[src/design/srs_pkg.sv]
// Shared constants, register codes and controller/datapath structs of the resampler.
`default_nettype none

package srs_pkg;

  // Default values of the top-level parameters.
  localparam int unsigned MAX_OUT_FRAMES_DEF  = 4096;
  localparam int unsigned SAMPLE_BITS_DEF     = 24;
  localparam int unsigned MAX_OUTS_PER_IN_DEF = 16;

  // Phase accumulator format: Q5.20 unsigned.
  localparam int unsigned PH_FRAC_BITS = 20;
  localparam int unsigned PH_W         = 25;
  localparam int unsigned STEP_W       = 24;
  localparam logic [PH_W-1:0] PH_ONE = PH_W'(1) << PH_FRAC_BITS;
  localparam logic [PH_W-1:0] PH_TWO = PH_W'(2) << PH_FRAC_BITS;

  // Smallest usable phase step (1/16) and the step after reset (1.0).
  localparam logic [STEP_W-1:0] PH_MIN     = STEP_W'(1) << (PH_FRAC_BITS - 4);
  localparam logic [STEP_W-1:0] STEP_RESET = STEP_W'(1) << PH_FRAC_BITS;

  // Output sample width; full scale is 2^(OUT_W-1)-1.
  localparam int unsigned OUT_W = 16;

  // Configuration port.
  localparam int unsigned CFG_IDX_W  = 2;
  localparam int unsigned CFG_DATA_W = 24;

  typedef enum logic [CFG_IDX_W-1:0] {
    REG_ENABLE      = 2'd0,
    REG_PHASE_STEP  = 2'd1,
    REG_MONO_SOURCE = 2'd2
  } cfg_reg_e;

  // Commands from the controller to the datapath.
  typedef struct packed {
    logic load;    // latch the accepted source frame
    logic fresh;   // block start: restart phase, frame becomes previous
    logic iter;    // one phase position: issue candidate, advance phase
    logic hold;    // iteration belongs to the trailing hold of a block
    logic wrap;    // end of interpolation: phase minus one, shift frames
    logic finish;  // end of block: clear phase, frame and output count
  } srs_cmd_t;

  // Status from the datapath to the controller.
  typedef struct packed {
    logic have_prev;
    logic last;
    logic phase_lt_one;
    logic adv;
  } srs_status_t;

endpackage

`default_nettype wire

[src/design/srs_if.sv]
// Request channel interfaces of the resampler: source frames, result frames, configuration.
`default_nettype none

interface srs_in_if #(
  parameter int unsigned SAMPLE_BITS = srs_pkg::SAMPLE_BITS_DEF
);
  logic                          valid;
  logic                          ready;
  logic signed [SAMPLE_BITS-1:0] left_in;
  logic signed [SAMPLE_BITS-1:0] right_in;
  logic                          block_last;

  modport source (output valid, left_in, right_in, block_last, input ready);
  modport sink   (input valid, left_in, right_in, block_last, output ready);
endinterface

interface srs_out_if;
  logic                              valid;
  logic                              ready;
  logic signed [srs_pkg::OUT_W-1:0]  left_out;
  logic signed [srs_pkg::OUT_W-1:0]  right_out;
  logic                              run_last;
  logic                              block_end;

  modport source (output valid, left_out, right_out, run_last, block_end, input ready);
  modport sink   (input valid, left_out, right_out, run_last, block_end, output ready);
endinterface

interface srs_cfg_if;
  logic                             valid;
  logic                             ready;
  logic [srs_pkg::CFG_IDX_W-1:0]    index;
  logic [srs_pkg::CFG_DATA_W-1:0]   data;

  modport source (output valid, index, data, input ready);
  modport sink   (input valid, index, data, output ready);
endinterface

`default_nettype wire

[src/design/stereo_linear_resampler_s16.sv]
// Top level of the stereo linear-interpolation resampler with its configuration registers.
//
// Channel    Dir  Payload                                   Accepted when
// samples_i  in   left_in, right_in, block_last             valid & ready
// frames_o   out  left_out, right_out, run_last, block_end  valid & ready
// cfg_i      in   index, data                               valid & ready (always ready)
//
// A source frame is accepted, then each phase position of the interpolation run is
// stepped and the run is closed; on the last frame of a block, each trailing hold
// position follows and the block is closed.
// The phase accumulator steps one phase position per cycle while the output pipe is not
// stalled; results leave through the product stage and the output register.
// Reset clears the phase, the frame history and the block count; no clearing pass.
// A stalled result freezes the whole output pipe and the phase stepping with it.
`default_nettype none

module stereo_linear_resampler_s16 #(
  parameter int unsigned MAX_OUT_FRAMES  = srs_pkg::MAX_OUT_FRAMES_DEF,
  parameter int unsigned SAMPLE_BITS     = srs_pkg::SAMPLE_BITS_DEF,
  parameter int unsigned MAX_OUTS_PER_IN = srs_pkg::MAX_OUTS_PER_IN_DEF
) (
  input  logic       clk_i,
  input  logic       rst_ni,
  srs_in_if.sink     samples_i,
  srs_out_if.source  frames_o,
  srs_cfg_if.sink    cfg_i
);

  logic                          enable_q;
  logic [srs_pkg::STEP_W-1:0]    phase_step_q;
  logic                          mono_source_q;

  srs_pkg::srs_cmd_t    cmd;
  srs_pkg::srs_status_t status;

  // Configuration registers; unknown indexes are ignored.
  assign cfg_i.ready = 1'b1;

  always_ff @(posedge clk_i or negedge rst_ni) begin
    if (!rst_ni) begin
      enable_q      <= 1'b0;
      phase_step_q  <= srs_pkg::STEP_RESET;
      mono_source_q <= 1'b0;
    end else if (cfg_i.valid) begin
      unique case (cfg_i.index)
        srs_pkg::REG_ENABLE:      enable_q      <= cfg_i.data[0];
        srs_pkg::REG_PHASE_STEP:  phase_step_q  <= cfg_i.data[srs_pkg::STEP_W-1:0];
        srs_pkg::REG_MONO_SOURCE: mono_source_q <= cfg_i.data[0];
        default: begin
        end
      endcase
    end
  end

  // Sequencer.
  srs_ctrl u_ctrl (
    .clk_i      (clk_i),
    .rst_ni     (rst_ni),
    .enable_i   (enable_q),
    .in_valid_i (samples_i.valid),
    .in_last_i  (samples_i.block_last),
    .status_i   (status),
    .in_ready_o (samples_i.ready),
    .cmd_o      (cmd)
  );

  // Datapath.
  srs_dp #(
    .MAX_OUT_FRAMES  (MAX_OUT_FRAMES),
    .SAMPLE_BITS     (SAMPLE_BITS),
    .MAX_OUTS_PER_IN (MAX_OUTS_PER_IN)
  ) u_dp (
    .clk_i        (clk_i),
    .rst_ni       (rst_ni),
    .cmd_i        (cmd),
    .phase_step_i (phase_step_q),
    .mono_i       (mono_source_q),
    .in_left_i    (samples_i.left_in),
    .in_right_i   (samples_i.right_in),
    .in_last_i    (samples_i.block_last),
    .out_ready_i  (frames_o.ready),
    .status_o     (status),
    .out_valid_o  (frames_o.valid),
    .left_o       (frames_o.left_out),
    .right_o      (frames_o.right_out),
    .run_last_o   (frames_o.run_last),
    .block_end_o  (frames_o.block_end)
  );

  // Results never reach the most negative code of the 16-bit range.
  assert property (@(posedge clk_i) disable iff (!rst_ni)
    frames_o.valid |-> (frames_o.left_out >= -16'sd32767) &&
                       (frames_o.right_out >= -16'sd32767))
    else $error("result sample below negative full scale");

  // A block end is always the last result of its source frame.
  assert property (@(posedge clk_i) disable iff (!rst_ni)
    frames_o.valid && frames_o.block_end |-> frames_o.run_last)
    else $error("block end without run end");

  // Closing a block drops the frame history.
  assert property (@(posedge clk_i) disable iff (!rst_ni)
    cmd.finish |=> !status.have_prev)
    else $error("frame history kept past block end");

  // A frame that continues a block starts an interpolation run.
  assert property (@(posedge clk_i) disable iff (!rst_ni)
    samples_i.valid && samples_i.ready && enable_q && status.have_prev
    |=> !samples_i.ready)
    else $error("continuing frame did not start an interpolation run");

endmodule

`default_nettype wire

[src/design/srs_ctrl.sv]
// Sequencing state machine of the resampler: interpolation run, trailing hold, block end.
`default_nettype none

module srs_ctrl (
  input  logic                 clk_i,
  input  logic                 rst_ni,
  input  logic                 enable_i,
  input  logic                 in_valid_i,
  input  logic                 in_last_i,
  input  srs_pkg::srs_status_t status_i,
  output logic                 in_ready_o,
  output srs_pkg::srs_cmd_t    cmd_o
);

  localparam logic [1:0] ST_IDLE  = 2'd0;
  localparam logic [1:0] ST_INTERP = 2'd1;
  localparam logic [1:0] ST_HOLD  = 2'd2;

  logic [1:0] state_q, state_d;

  // Next state and command decode.
  always_comb begin
    cmd_o      = '0;
    state_d    = state_q;
    in_ready_o = 1'b0;
    unique case (state_q)
      ST_IDLE: begin
        in_ready_o = 1'b1;
        if (in_valid_i && enable_i) begin
          cmd_o.load = 1'b1;
          if (status_i.have_prev) begin
            state_d = ST_INTERP;
          end else begin
            cmd_o.fresh = 1'b1;
            state_d     = in_last_i ? ST_HOLD : ST_IDLE;
          end
        end
      end
      ST_INTERP: begin
        if (!status_i.phase_lt_one) begin
          cmd_o.wrap = 1'b1;
          state_d    = status_i.last ? ST_HOLD : ST_IDLE;
        end else if (status_i.adv) begin
          cmd_o.iter = 1'b1;
        end
      end
      ST_HOLD: begin
        if (!status_i.phase_lt_one) begin
          cmd_o.finish = 1'b1;
          state_d      = ST_IDLE;
        end else if (status_i.adv) begin
          cmd_o.iter = 1'b1;
          cmd_o.hold = 1'b1;
        end
      end
      default: begin
        state_d = ST_IDLE;
      end
    endcase
  end

  // State register.
  always_ff @(posedge clk_i or negedge rst_ni) begin
    if (!rst_ni) begin
      state_q <= ST_IDLE;
    end else begin
      state_q <= state_d;
    end
  end

endmodule

`default_nettype wire

[src/design/srs_dp.sv]
// Datapath of the resampler: frame and phase registers, interpolation multiplier, output stage.
`default_nettype none

module srs_dp #(
  parameter int unsigned MAX_OUT_FRAMES  = srs_pkg::MAX_OUT_FRAMES_DEF,
  parameter int unsigned SAMPLE_BITS     = srs_pkg::SAMPLE_BITS_DEF,
  parameter int unsigned MAX_OUTS_PER_IN = srs_pkg::MAX_OUTS_PER_IN_DEF
) (
  input  logic                               clk_i,
  input  logic                               rst_ni,
  input  srs_pkg::srs_cmd_t                  cmd_i,
  input  logic [srs_pkg::STEP_W-1:0]         phase_step_i,
  input  logic                               mono_i,
  input  logic signed [SAMPLE_BITS-1:0]      in_left_i,
  input  logic signed [SAMPLE_BITS-1:0]      in_right_i,
  input  logic                               in_last_i,
  input  logic                               out_ready_i,
  output srs_pkg::srs_status_t               status_o,
  output logic                               out_valid_o,
  output logic signed [srs_pkg::OUT_W-1:0]   left_o,
  output logic signed [srs_pkg::OUT_W-1:0]   right_o,
  output logic                               run_last_o,
  output logic                               block_end_o
);

  localparam int unsigned PH_W    = srs_pkg::PH_W;
  localparam int unsigned FRAC_W  = srs_pkg::PH_FRAC_BITS;
  localparam int unsigned OUT_W   = srs_pkg::OUT_W;
  localparam int unsigned DIFF_W  = SAMPLE_BITS + 1;
  localparam int unsigned PROD_W  = DIFF_W + FRAC_W + 1;
  localparam int unsigned SUM_W   = SAMPLE_BITS + 2;
  localparam int unsigned CLP_W   = SAMPLE_BITS - 1;
  localparam int unsigned SCL_W   = CLP_W + OUT_W - 1;
  localparam int unsigned ONE_SH  = SAMPLE_BITS - 3;
  localparam int unsigned NCNT_W  = $clog2(MAX_OUTS_PER_IN + 1);
  localparam int unsigned CNT_W   = $clog2(MAX_OUT_FRAMES + 1);

  localparam logic signed [SUM_W-1:0] POS_ONE = SUM_W'(64'sd1 <<< ONE_SH);
  localparam logic signed [SUM_W-1:0] NEG_ONE = -POS_ONE;
  localparam logic signed [SCL_W-1:0] TRUNC_BIAS = SCL_W'((64'sd1 <<< ONE_SH) - 64'sd1);

  // Adds the interpolation term, clamps to +-1.0 and scales to full scale,
  // truncating toward zero.
  function automatic logic signed [OUT_W-1:0] to_s16(
    input logic signed [SAMPLE_BITS-1:0] base,
    input logic signed [PROD_W-1:0]      prod
  );
    logic signed [PROD_W-1:0] quot;
    logic signed [SUM_W-1:0]  sum;
    logic signed [CLP_W-1:0]  v;
    logic signed [SCL_W-1:0]  w;
    logic signed [SCL_W-1:0]  res;
    quot = prod >>> FRAC_W;
    sum  = SUM_W'(base) + SUM_W'(quot);
    if (sum > POS_ONE) begin
      v = CLP_W'(POS_ONE);
    end else if (sum < NEG_ONE) begin
      v = CLP_W'(NEG_ONE);
    end else begin
      v = CLP_W'(sum);
    end
    w   = (SCL_W'(v) <<< (OUT_W - 1)) - SCL_W'(v);
    res = (w + (w[SCL_W-1] ? TRUNC_BIAS : SCL_W'(0))) >>> ONE_SH;
    return OUT_W'(res);
  endfunction

  // Control registers.
  logic                 have_prev_q;
  logic                 last_q;
  logic [PH_W-1:0]      phase_q;
  logic [NCNT_W-1:0]    n_q;
  logic [CNT_W-1:0]     cnt_q;
  logic                 s1_valid_q;
  logic                 out_valid_q;

  // Payload registers.
  logic signed [SAMPLE_BITS-1:0] cur_l_q, cur_r_q, prev_l_q, prev_r_q;
  logic signed [SAMPLE_BITS-1:0] s1_base_l_q, s1_base_r_q;
  logic signed [PROD_W-1:0]      s1_prod_l_q, s1_prod_r_q;
  logic                          s1_run_last_q, s1_block_end_q;
  logic signed [OUT_W-1:0]       left_q, right_q;
  logic                          run_last_q, block_end_q;

  logic signed [SAMPLE_BITS-1:0] in_r_sel;
  logic [srs_pkg::STEP_W-1:0]    step_eff;
  logic [PH_W-1:0]               phase_sum;
  logic                          adv;
  logic                          emit_ok;
  logic                          next_exists;
  logic                          more_emit;
  logic                          cand_run_last;
  logic signed [DIFF_W-1:0]      diff_l, diff_r;
  logic signed [FRAC_W:0]        frac_s;
  logic signed [PROD_W-1:0]      prod_l, prod_r;

  // Mono source select, phase step floor, phase advance and the stall signal of the output pipe.
  assign in_r_sel  = mono_i ? in_left_i : in_right_i;
  assign step_eff  = (phase_step_i < srs_pkg::PH_MIN) ? srs_pkg::PH_MIN : phase_step_i;
  assign phase_sum = phase_q + PH_W'(step_eff);
  assign adv       = !out_valid_q || out_ready_i;

  // An output is kept while both the per-frame and the per-block budgets last.
  assign emit_ok = (n_q < NCNT_W'(MAX_OUTS_PER_IN)) && (cnt_q < CNT_W'(MAX_OUT_FRAMES));

  // Look ahead one phase position to know whether this output ends the run.
  always_comb begin
    if (cmd_i.hold) begin
      next_exists = phase_sum < srs_pkg::PH_ONE;
    end else begin
      next_exists = (phase_sum < srs_pkg::PH_ONE) ||
                    (last_q && (phase_sum < srs_pkg::PH_TWO));
    end
  end
  assign more_emit = next_exists && (n_q < NCNT_W'(MAX_OUTS_PER_IN - 1)) &&
                     (cnt_q < CNT_W'(MAX_OUT_FRAMES - 1));
  assign cand_run_last = !more_emit;

  // Interpolation product; in the trailing hold both frames are equal, so
  // the product is zero there.
  assign diff_l = DIFF_W'(cur_l_q) - DIFF_W'(prev_l_q);
  assign diff_r = DIFF_W'(cur_r_q) - DIFF_W'(prev_r_q);
  assign frac_s = $signed({1'b0, phase_q[FRAC_W-1:0]});
  assign prod_l = diff_l * frac_s;
  assign prod_r = diff_r * frac_s;

  // Phase, frame bookkeeping and pipe valid bits.
  always_ff @(posedge clk_i or negedge rst_ni) begin
    if (!rst_ni) begin
      have_prev_q <= 1'b0;
      last_q      <= 1'b0;
      phase_q     <= '0;
      n_q         <= '0;
      cnt_q       <= '0;
      s1_valid_q  <= 1'b0;
      out_valid_q <= 1'b0;
    end else begin
      if (cmd_i.load) begin
        last_q <= in_last_i;
        n_q    <= '0;
      end
      if (cmd_i.fresh) begin
        phase_q     <= '0;
        have_prev_q <= 1'b1;
      end
      if (cmd_i.iter) begin
        phase_q <= phase_sum;
        if (emit_ok) begin
          n_q   <= NCNT_W'(n_q + 1'b1);
          cnt_q <= CNT_W'(cnt_q + 1'b1);
        end
      end
      if (cmd_i.wrap) begin
        phase_q     <= phase_q - srs_pkg::PH_ONE;
        have_prev_q <= 1'b1;
      end
      if (cmd_i.finish) begin
        phase_q     <= '0;
        have_prev_q <= 1'b0;
        cnt_q       <= '0;
      end
      if (adv) begin
        s1_valid_q  <= cmd_i.iter && emit_ok;
        out_valid_q <= s1_valid_q;
      end
    end
  end

  // Source frames.
  always_ff @(posedge clk_i) begin
    if (cmd_i.load) begin
      cur_l_q <= in_left_i;
      cur_r_q <= in_r_sel;
    end
    if (cmd_i.fresh) begin
      prev_l_q <= in_left_i;
      prev_r_q <= in_r_sel;
    end else if (cmd_i.wrap) begin
      prev_l_q <= cur_l_q;
      prev_r_q <= cur_r_q;
    end
  end

  // Product stage and output register, moving together when the pipe advances.
  always_ff @(posedge clk_i) begin
    if (adv) begin
      s1_base_l_q    <= prev_l_q;
      s1_base_r_q    <= prev_r_q;
      s1_prod_l_q    <= prod_l;
      s1_prod_r_q    <= prod_r;
      s1_run_last_q  <= cand_run_last;
      s1_block_end_q <= cand_run_last && last_q;
      left_q         <= to_s16(s1_base_l_q, s1_prod_l_q);
      right_q        <= to_s16(s1_base_r_q, s1_prod_r_q);
      run_last_q     <= s1_run_last_q;
      block_end_q    <= s1_block_end_q;
    end
  end

  assign status_o.have_prev    = have_prev_q;
  assign status_o.last         = last_q;
  assign status_o.phase_lt_one = phase_q < srs_pkg::PH_ONE;
  assign status_o.adv          = adv;

  assign out_valid_o = out_valid_q;
  assign left_o      = left_q;
  assign right_o     = right_q;
  assign run_last_o  = run_last_q;
  assign block_end_o = block_end_q;

endmodule

`default_nettype wire
[src/flat_wrapper.sv]
// flat-port wrapper written by rule: the top's interface ports become plain ports
module stereo_linear_resampler_s16_flat 
#(
  parameter int unsigned MAX_OUT_FRAMES  = srs_pkg::MAX_OUT_FRAMES_DEF,
  parameter int unsigned SAMPLE_BITS     = srs_pkg::SAMPLE_BITS_DEF,
  parameter int unsigned MAX_OUTS_PER_IN = srs_pkg::MAX_OUTS_PER_IN_DEF
)
  (clk_i, rst_ni, samples_i_valid, samples_i_left_in, samples_i_right_in, samples_i_block_last, samples_i_ready, frames_o_valid, frames_o_left_out, frames_o_right_out, frames_o_run_last, frames_o_block_end, frames_o_ready, cfg_i_valid, cfg_i_index, cfg_i_data, cfg_i_ready);
  srs_in_if #(.SAMPLE_BITS(SAMPLE_BITS)) samples_i_i ();
  srs_out_if frames_o_i ();
  srs_cfg_if cfg_i_i ();
  input  logic clk_i;
  input  logic rst_ni;
  input wire logic [$bits(samples_i_i.valid)-1:0] samples_i_valid;
  input wire logic [$bits(samples_i_i.left_in)-1:0] samples_i_left_in;
  input wire logic [$bits(samples_i_i.right_in)-1:0] samples_i_right_in;
  input wire logic [$bits(samples_i_i.block_last)-1:0] samples_i_block_last;
  output wire logic [$bits(samples_i_i.ready)-1:0] samples_i_ready;
  output wire logic [$bits(frames_o_i.valid)-1:0] frames_o_valid;
  output wire logic [$bits(frames_o_i.left_out)-1:0] frames_o_left_out;
  output wire logic [$bits(frames_o_i.right_out)-1:0] frames_o_right_out;
  output wire logic [$bits(frames_o_i.run_last)-1:0] frames_o_run_last;
  output wire logic [$bits(frames_o_i.block_end)-1:0] frames_o_block_end;
  input wire logic [$bits(frames_o_i.ready)-1:0] frames_o_ready;
  input wire logic [$bits(cfg_i_i.valid)-1:0] cfg_i_valid;
  input wire logic [$bits(cfg_i_i.index)-1:0] cfg_i_index;
  input wire logic [$bits(cfg_i_i.data)-1:0] cfg_i_data;
  output wire logic [$bits(cfg_i_i.ready)-1:0] cfg_i_ready;
  assign samples_i_i.valid = samples_i_valid;
  assign samples_i_i.left_in = samples_i_left_in;
  assign samples_i_i.right_in = samples_i_right_in;
  assign samples_i_i.block_last = samples_i_block_last;
  assign samples_i_ready = samples_i_i.ready;
  assign frames_o_valid = frames_o_i.valid;
  assign frames_o_left_out = frames_o_i.left_out;
  assign frames_o_right_out = frames_o_i.right_out;
  assign frames_o_run_last = frames_o_i.run_last;
  assign frames_o_block_end = frames_o_i.block_end;
  assign frames_o_i.ready = frames_o_ready;
  assign cfg_i_i.valid = cfg_i_valid;
  assign cfg_i_i.index = cfg_i_index;
  assign cfg_i_i.data = cfg_i_data;
  assign cfg_i_ready = cfg_i_i.ready;
  stereo_linear_resampler_s16 #(.MAX_OUT_FRAMES(MAX_OUT_FRAMES), .SAMPLE_BITS(SAMPLE_BITS), .MAX_OUTS_PER_IN(MAX_OUTS_PER_IN)) u_core (.clk_i(clk_i), .rst_ni(rst_ni), .samples_i(samples_i_i), .frames_o(frames_o_i), .cfg_i(cfg_i_i));
endmodule
[config.mk]
export PLATFORM = sky130hd
export DESIGN_NAME = stereo_linear_resampler_s16_flat
export DESIGN_NICKNAME = d
export VERILOG_FILES = /design/src/design/srs_pkg.sv /design/src/design/srs_if.sv /design/src/design/stereo_linear_resampler_s16.sv /design/src/design/srs_ctrl.sv /design/src/design/srs_dp.sv /design/src/flat_wrapper.sv
export SDC_FILE = /design/constraint.sdc
export NUM_CORES = 2
export LEC_CHECK = 0
export ABC_AREA = 1
export BUFFER_PORTS_ARGS = -buffer_cell sky130_fd_sc_hd__clkbuf_2
export CAP_MARGIN = 20
export CORE_UTILIZATION = 31
export CTS_BUF_LIST = sky130_fd_sc_hd__clkbuf_2 sky130_fd_sc_hd__clkbuf_4 sky130_fd_sc_hd__clkbuf_8
export DETAILED_ROUTE_END_ITERATION = 6
export PLACE_DENSITY_LB_ADDON = 0.15
export SYNTH_ARGS = -nofsm -noshare
export SYNTH_HDL_FRONTEND = slang
export SYNTH_SLANG_ARGS = --single-unit
[constraint.sdc]
create_clock -name clk_i -period 28.4 [get_ports clk_i]
set_input_delay 2.84 -clock clk_i [delete_from_list [all_inputs] [get_ports clk_i]]
set_output_delay 2.84 -clock clk_i [all_outputs]
set_load 0.1 [all_outputs]
==> results by stage <==
Outcome:
- The flow ran to the end, but the final reports show violations.
- The checks that failed: DRC.

Floorplan:
- The die is about 440 µm wide.
- The die covers 193,000 µm².
- The starting density of the core is 31.2%.
- Row generation in the floorplan step produced 160 rows.
- The total I/O pin count is approximately 120.
- The core region is 190,000 µm².
- The floorplan die height is approximately 440 µm.

Final layout:
- Compared with the post-synthesis result, the final layout area differs by 8.34%.
- The core utilization of the finished layout is around 34%.
- The final-stage net count is a little under 9,000.
- Cells with a size suffix above 1 make up under 10% of the layout.
- The filler cells instantiated in the layout total 20,174.

Routing:
- The count of routing violations after the opening detailed-route iteration is 2,940.
- The detailed-route wire length is between 200,000 and 250,000 µm.
- The first detailed-routing pass ran for 7 iterations.
- The average routed wire per standard cell is 20.4 µm.
- The detailed-route vias per instance is between 4 and 5.
- Summing over every cut layer, the via total after detailed routing is 47,931.
- The detail route stage leaves a number of antenna-violating nets equal to 0.
- After detailed routing, the number of remaining DRC violations is 8.

Timing:
- The count of pins over their slew limit came to 0.
- Measured against its own limit, the worst slew margin works out to a little under a quarter.
- The number of hold violations in the final report is 0.
- The clock period could shrink to 11,350 ps.
- For this run, the top clock speed supported by timing is ~0.088 GHz.
- Summed over all failing endpoints, the final setup total negative slack is 0 ps.
- The count of final setup violators is 0.
- The post-route fraction of the period consumed by the critical path is approximately two fifths.
- The clock arrives with 84.2 ps of skew.
- For the pin with the worst max-slew slack, the measured transition is between 1000 and 1500 ps.
- Setup repair after global routing left no endpoint under its margin.

Setup path:
- The endpoint type of the worst setup path is a flop.
- The maximum fanout along the worst path is 14.
- Data arrives at the worst endpoint at about 12,000 ps.
- Among all stages on the critical path, the largest delay is contributed by sky130_fd_sc_hd__o31ai_1.
- The most prevalent standard cell on the critical path is sky130_fd_sc_hd__nand2_1.
- The critical path in this run is classified as reg -> reg.
- The worst path required time is 28,870 ps.
- The combined buffer and inverter count along the critical path is 6.
- The worst setup path is launched from a flop.
- The gate family responsible for the most delay along the worst path is adder cells.
- The largest single stage delay on the critical path is between 800 and 900 ps.

Yosys:
- In the post-synthesis netlist, the cell with the most instances is sky130_fd_sc_hd__inv_1.
- Synthesis produced a netlist with a net count of approximately 8,900.
- The synthesized design contains around 230 enable-type register cells.
- The synthesized netlist occupies a cell area of about 60,000 µm².
- The total number of yosys warnings is 0.
- The most used flip-flop cell after synthesis is sky130_fd_sc_hd__edfxtp_1.
- Of all flip-flops after synthesis, the portion carrying an async set or reset was between 20 and 25%.
- After synthesis, the most frequently instantiated cells are sky130_fd_sc_hd__inv_1 (1,605), sky130_fd_sc_hd__nand2_1 (1,441), sky130_fd_sc_hd__fa_1 (1,021), sky130_fd_sc_hd__nor2_1 (885), sky130_fd_sc_hd__ha_1 (450).
- Dividing the synthesized area by the synthesized cell count gives just over 8 µm².
- The number of distinct library cells after synthesis is 68.
- The synthesized design contains approximately 310 register bits.
- The share of the yosys chip area belonging to registers is between 10% and 20%.
- The top-area cell type share of the netlist area is 34.5%.
- After synthesis, the cell types taking the most area are sky130_fd_sc_hd__fa_1 (35%), sky130_fd_sc_hd__edfxtp_1 (12%), sky130_fd_sc_hd__inv_1 (10%).
- The biggest area contributor in the post-synthesis netlist is sky130_fd_sc_hd__fa_1.
- The gate count after technology mapping is 7,314.

CTS:
- The H-tree generated during clock tree synthesis spans 2 levels.
- The quantity of gates resized following cts is 0.
- The TritonCTS sink count is 307.
- After clock tree synthesis, the setup repair step added 0 buffers.
- The clock reaches the later pin of the worst-skew pair after between 800 and 900 ps.
- The clock tree from TritonCTS is built.
- The clock transition time at the flip-flop clock pins of the worst setup and hold paths is 60 ps.
- Clock tree synthesis selected as its root buffer the cell sky130_fd_sc_hd__clkbuf_8.
- The number of clock buffers added by TritonCTS is 58.
- For this design, the CTS-stage hold fixing added 0 buffers.
- The maximum clock path buffer count is 3.

Flow run:
- The max-capacitance violation count is 0.

Placed design:
- Detailed placement finished with a half-perimeter wire length of 166,000 µm.
- The final weighted congestion of routability-driven global placement is just over 0.9.
- The total of buffers placed on input and output ports is 115.

Global route:
- The number of antenna violations at the first check in global routing is 7.
- The number of global-route vias before repair is roughly 50,000.
- Entering global routing, the biggest net connects between 70 and 80 pins.
- The all-layer global routing usage is roughly a fifth.
- The first global-routing pass estimated a little over 300,000 µm of wire.
- After global routing the overflow that remains totals 0.

Worst hold path:
- The worst hold path belongs to the class reg -> reg.
==> layer usage <==
metal	up-vias	track usage [%]	share of wire, %
met2	1222	35.2	46
met1	24047	28.9	46
li1	22450	-	-
met5	-	0	0.012
met3	208	3.27	5.9
met4	4	4.42	2.0
==> cell usage in the layout, fill, tap and decap left out, types with 12 or more instances in the layout <==
master / Yosys / final
sky130_fd_sc_hd__clkbuf_8: 0 / 65
sky130_fd_sc_hd__a21oi_1: 338 / 338
sky130_fd_sc_hd__buf_4: 1 / 77
sky130_fd_sc_hd__xor2_1: 132 / 131
sky130_fd_sc_hd__a31oi_1: 69 / 69
sky130_fd_sc_hd__o21ai_1: 17 / 17
sky130_fd_sc_hd__a21o_1: 17 / 17
sky130_fd_sc_hd__o21ai_0: 156 / 156
sky130_fd_sc_hd__nand4_1: 56 / 56
sky130_fd_sc_hd__ha_1: 450 / 450
sky130_fd_sc_hd__nor2_1: 885 / 883
sky130_fd_sc_hd__edfxtp_1: 232 / 232
sky130_fd_sc_hd__inv_2: 17 / 22
sky130_fd_sc_hd__o22ai_1: 14 / 14
sky130_fd_sc_hd__o221ai_1: 12 / 12
sky130_fd_sc_hd__nor4_1: 15 / 15
sky130_fd_sc_hd__clkinv_1: 20 / 24
sky130_fd_sc_hd__clkbuf_4: 0 / 20
sky130_fd_sc_hd__fa_1: 1021 / 1021
sky130_fd_sc_hd__nand3b_1: 15 / 15
sky130_fd_sc_hd__nand2_2: 31 / 32
sky130_fd_sc_hd__o211ai_1: 16 / 16
sky130_fd_sc_hd__nand2_1: 1441 / 1440
sky130_fd_sc_hd__xnor2_1: 59 / 57
sky130_fd_sc_hd__nor3_1: 47 / 47
sky130_fd_sc_hd__o21bai_1: 13 / 13
sky130_fd_sc_hd__nor2_2: 21 / 21
sky130_fd_sc_hd__a211oi_1: 16 / 16
sky130_fd_sc_hd__nand3_1: 181 / 180
sky130_fd_sc_hd__inv_1: 1605 / 1601
sky130_fd_sc_hd__o21a_1: 21 / 21
sky130_fd_sc_hd__clkbuf_2: 0 / 114
sky130_fd_sc_hd__dfrtp_1: 74 / 69
sky130_fd_sc_hd__or2_2: 35 / 35
==> cell type report <==
| class | instances | area [µm²] | share of cell area, % |
|---|---|---|---|
| diodes | 5 | 12.5 | 0.0195 |
| flip-flops and latches | 307 | 8850 | 13.8 |
| inverters | 1643 | 6180 | 9.63 |
| clock buffers | 85 | 1040 | 1.63 |
| well taps | 2511 | 3140 | 4.90 |
| clock inverters | 23 | 254 | 0.396 |
| multi-input cells | 5172 | 43500 | 67.8 |
| repair buffers | 192 | 1180 | 1.83 |
==> through the flow <==
step                      instances  hold slack (ps)  cell area [µm²]  worst slack (ps)
after floorplan                7314              400            59200             19300
after global placement         9824              413            62800             17320
after detailed placement       9824              411            62800             17240
after CTS                      9932              434            64100             17210
after global routing           9934              446            64100             16440
final                          9938              431            64100             17050
==> final timing paths <==
path	slack (ps)	to	cells after the start	startpoint
max in group asynchronous	25850	u_core.u_dp.phase_q[14]	2	rst_ni
min in group asynchronous	1920	u_core.phase_step_q[0]	1	rst_ni
worst min-delay path	430	u_core.u_dp.block_end_o	0	u_core.u_dp.s1_block_end_q
worst max register to register	17050	u_core.u_dp.s1_prod_l_q[43]	43	u_core.u_dp.prev_l_q[0]
worst max-delay path	17050	u_core.u_dp.s1_prod_l_q[43]	43	u_core.u_dp.prev_l_q[0]
worst min register to register	430	u_core.u_dp.block_end_o	0	u_core.u_dp.s1_block_end_q
==> sequential cells by signal (all words and copies together) (netlist names), 2 cells and up <==
name,flops
u_core.u_dp.cur_r_q,24
u_core.u_dp.right_o,16
u_core.phase_step_q,24
u_core.u_dp.s1_prod_r_q,26
u_core.u_dp.left_o,16
u_core.u_dp.phase_q,25
u_core.u_dp.cnt_q,13
u_core.u_dp.prev_l_q,24
u_core.u_dp.s1_base_r_q,24
u_core.u_dp.n_q,5
u_core.u_dp.prev_r_q,24
u_core.u_ctrl.state_q,2
u_core.u_dp.s1_base_l_q,24
u_core.u_dp.s1_prod_l_q,26
u_core.u_dp.cur_l_q,24
==> kinds of logic after synthesis <==
logic type,Yosys count,synth area share [%]
simple gates,2763,19.1
buf+inv,1835,11.7
fa+ha+maj,1471,44.0
compound gates,733,7.08
flops,307,14.9
xor+xnor,194,2.93
mux,10,0.190
other cells,1,0.00633
Power is not shown: default switching activity piles up to over one toggle a cycle in this logic, so the estimate is an artifact.
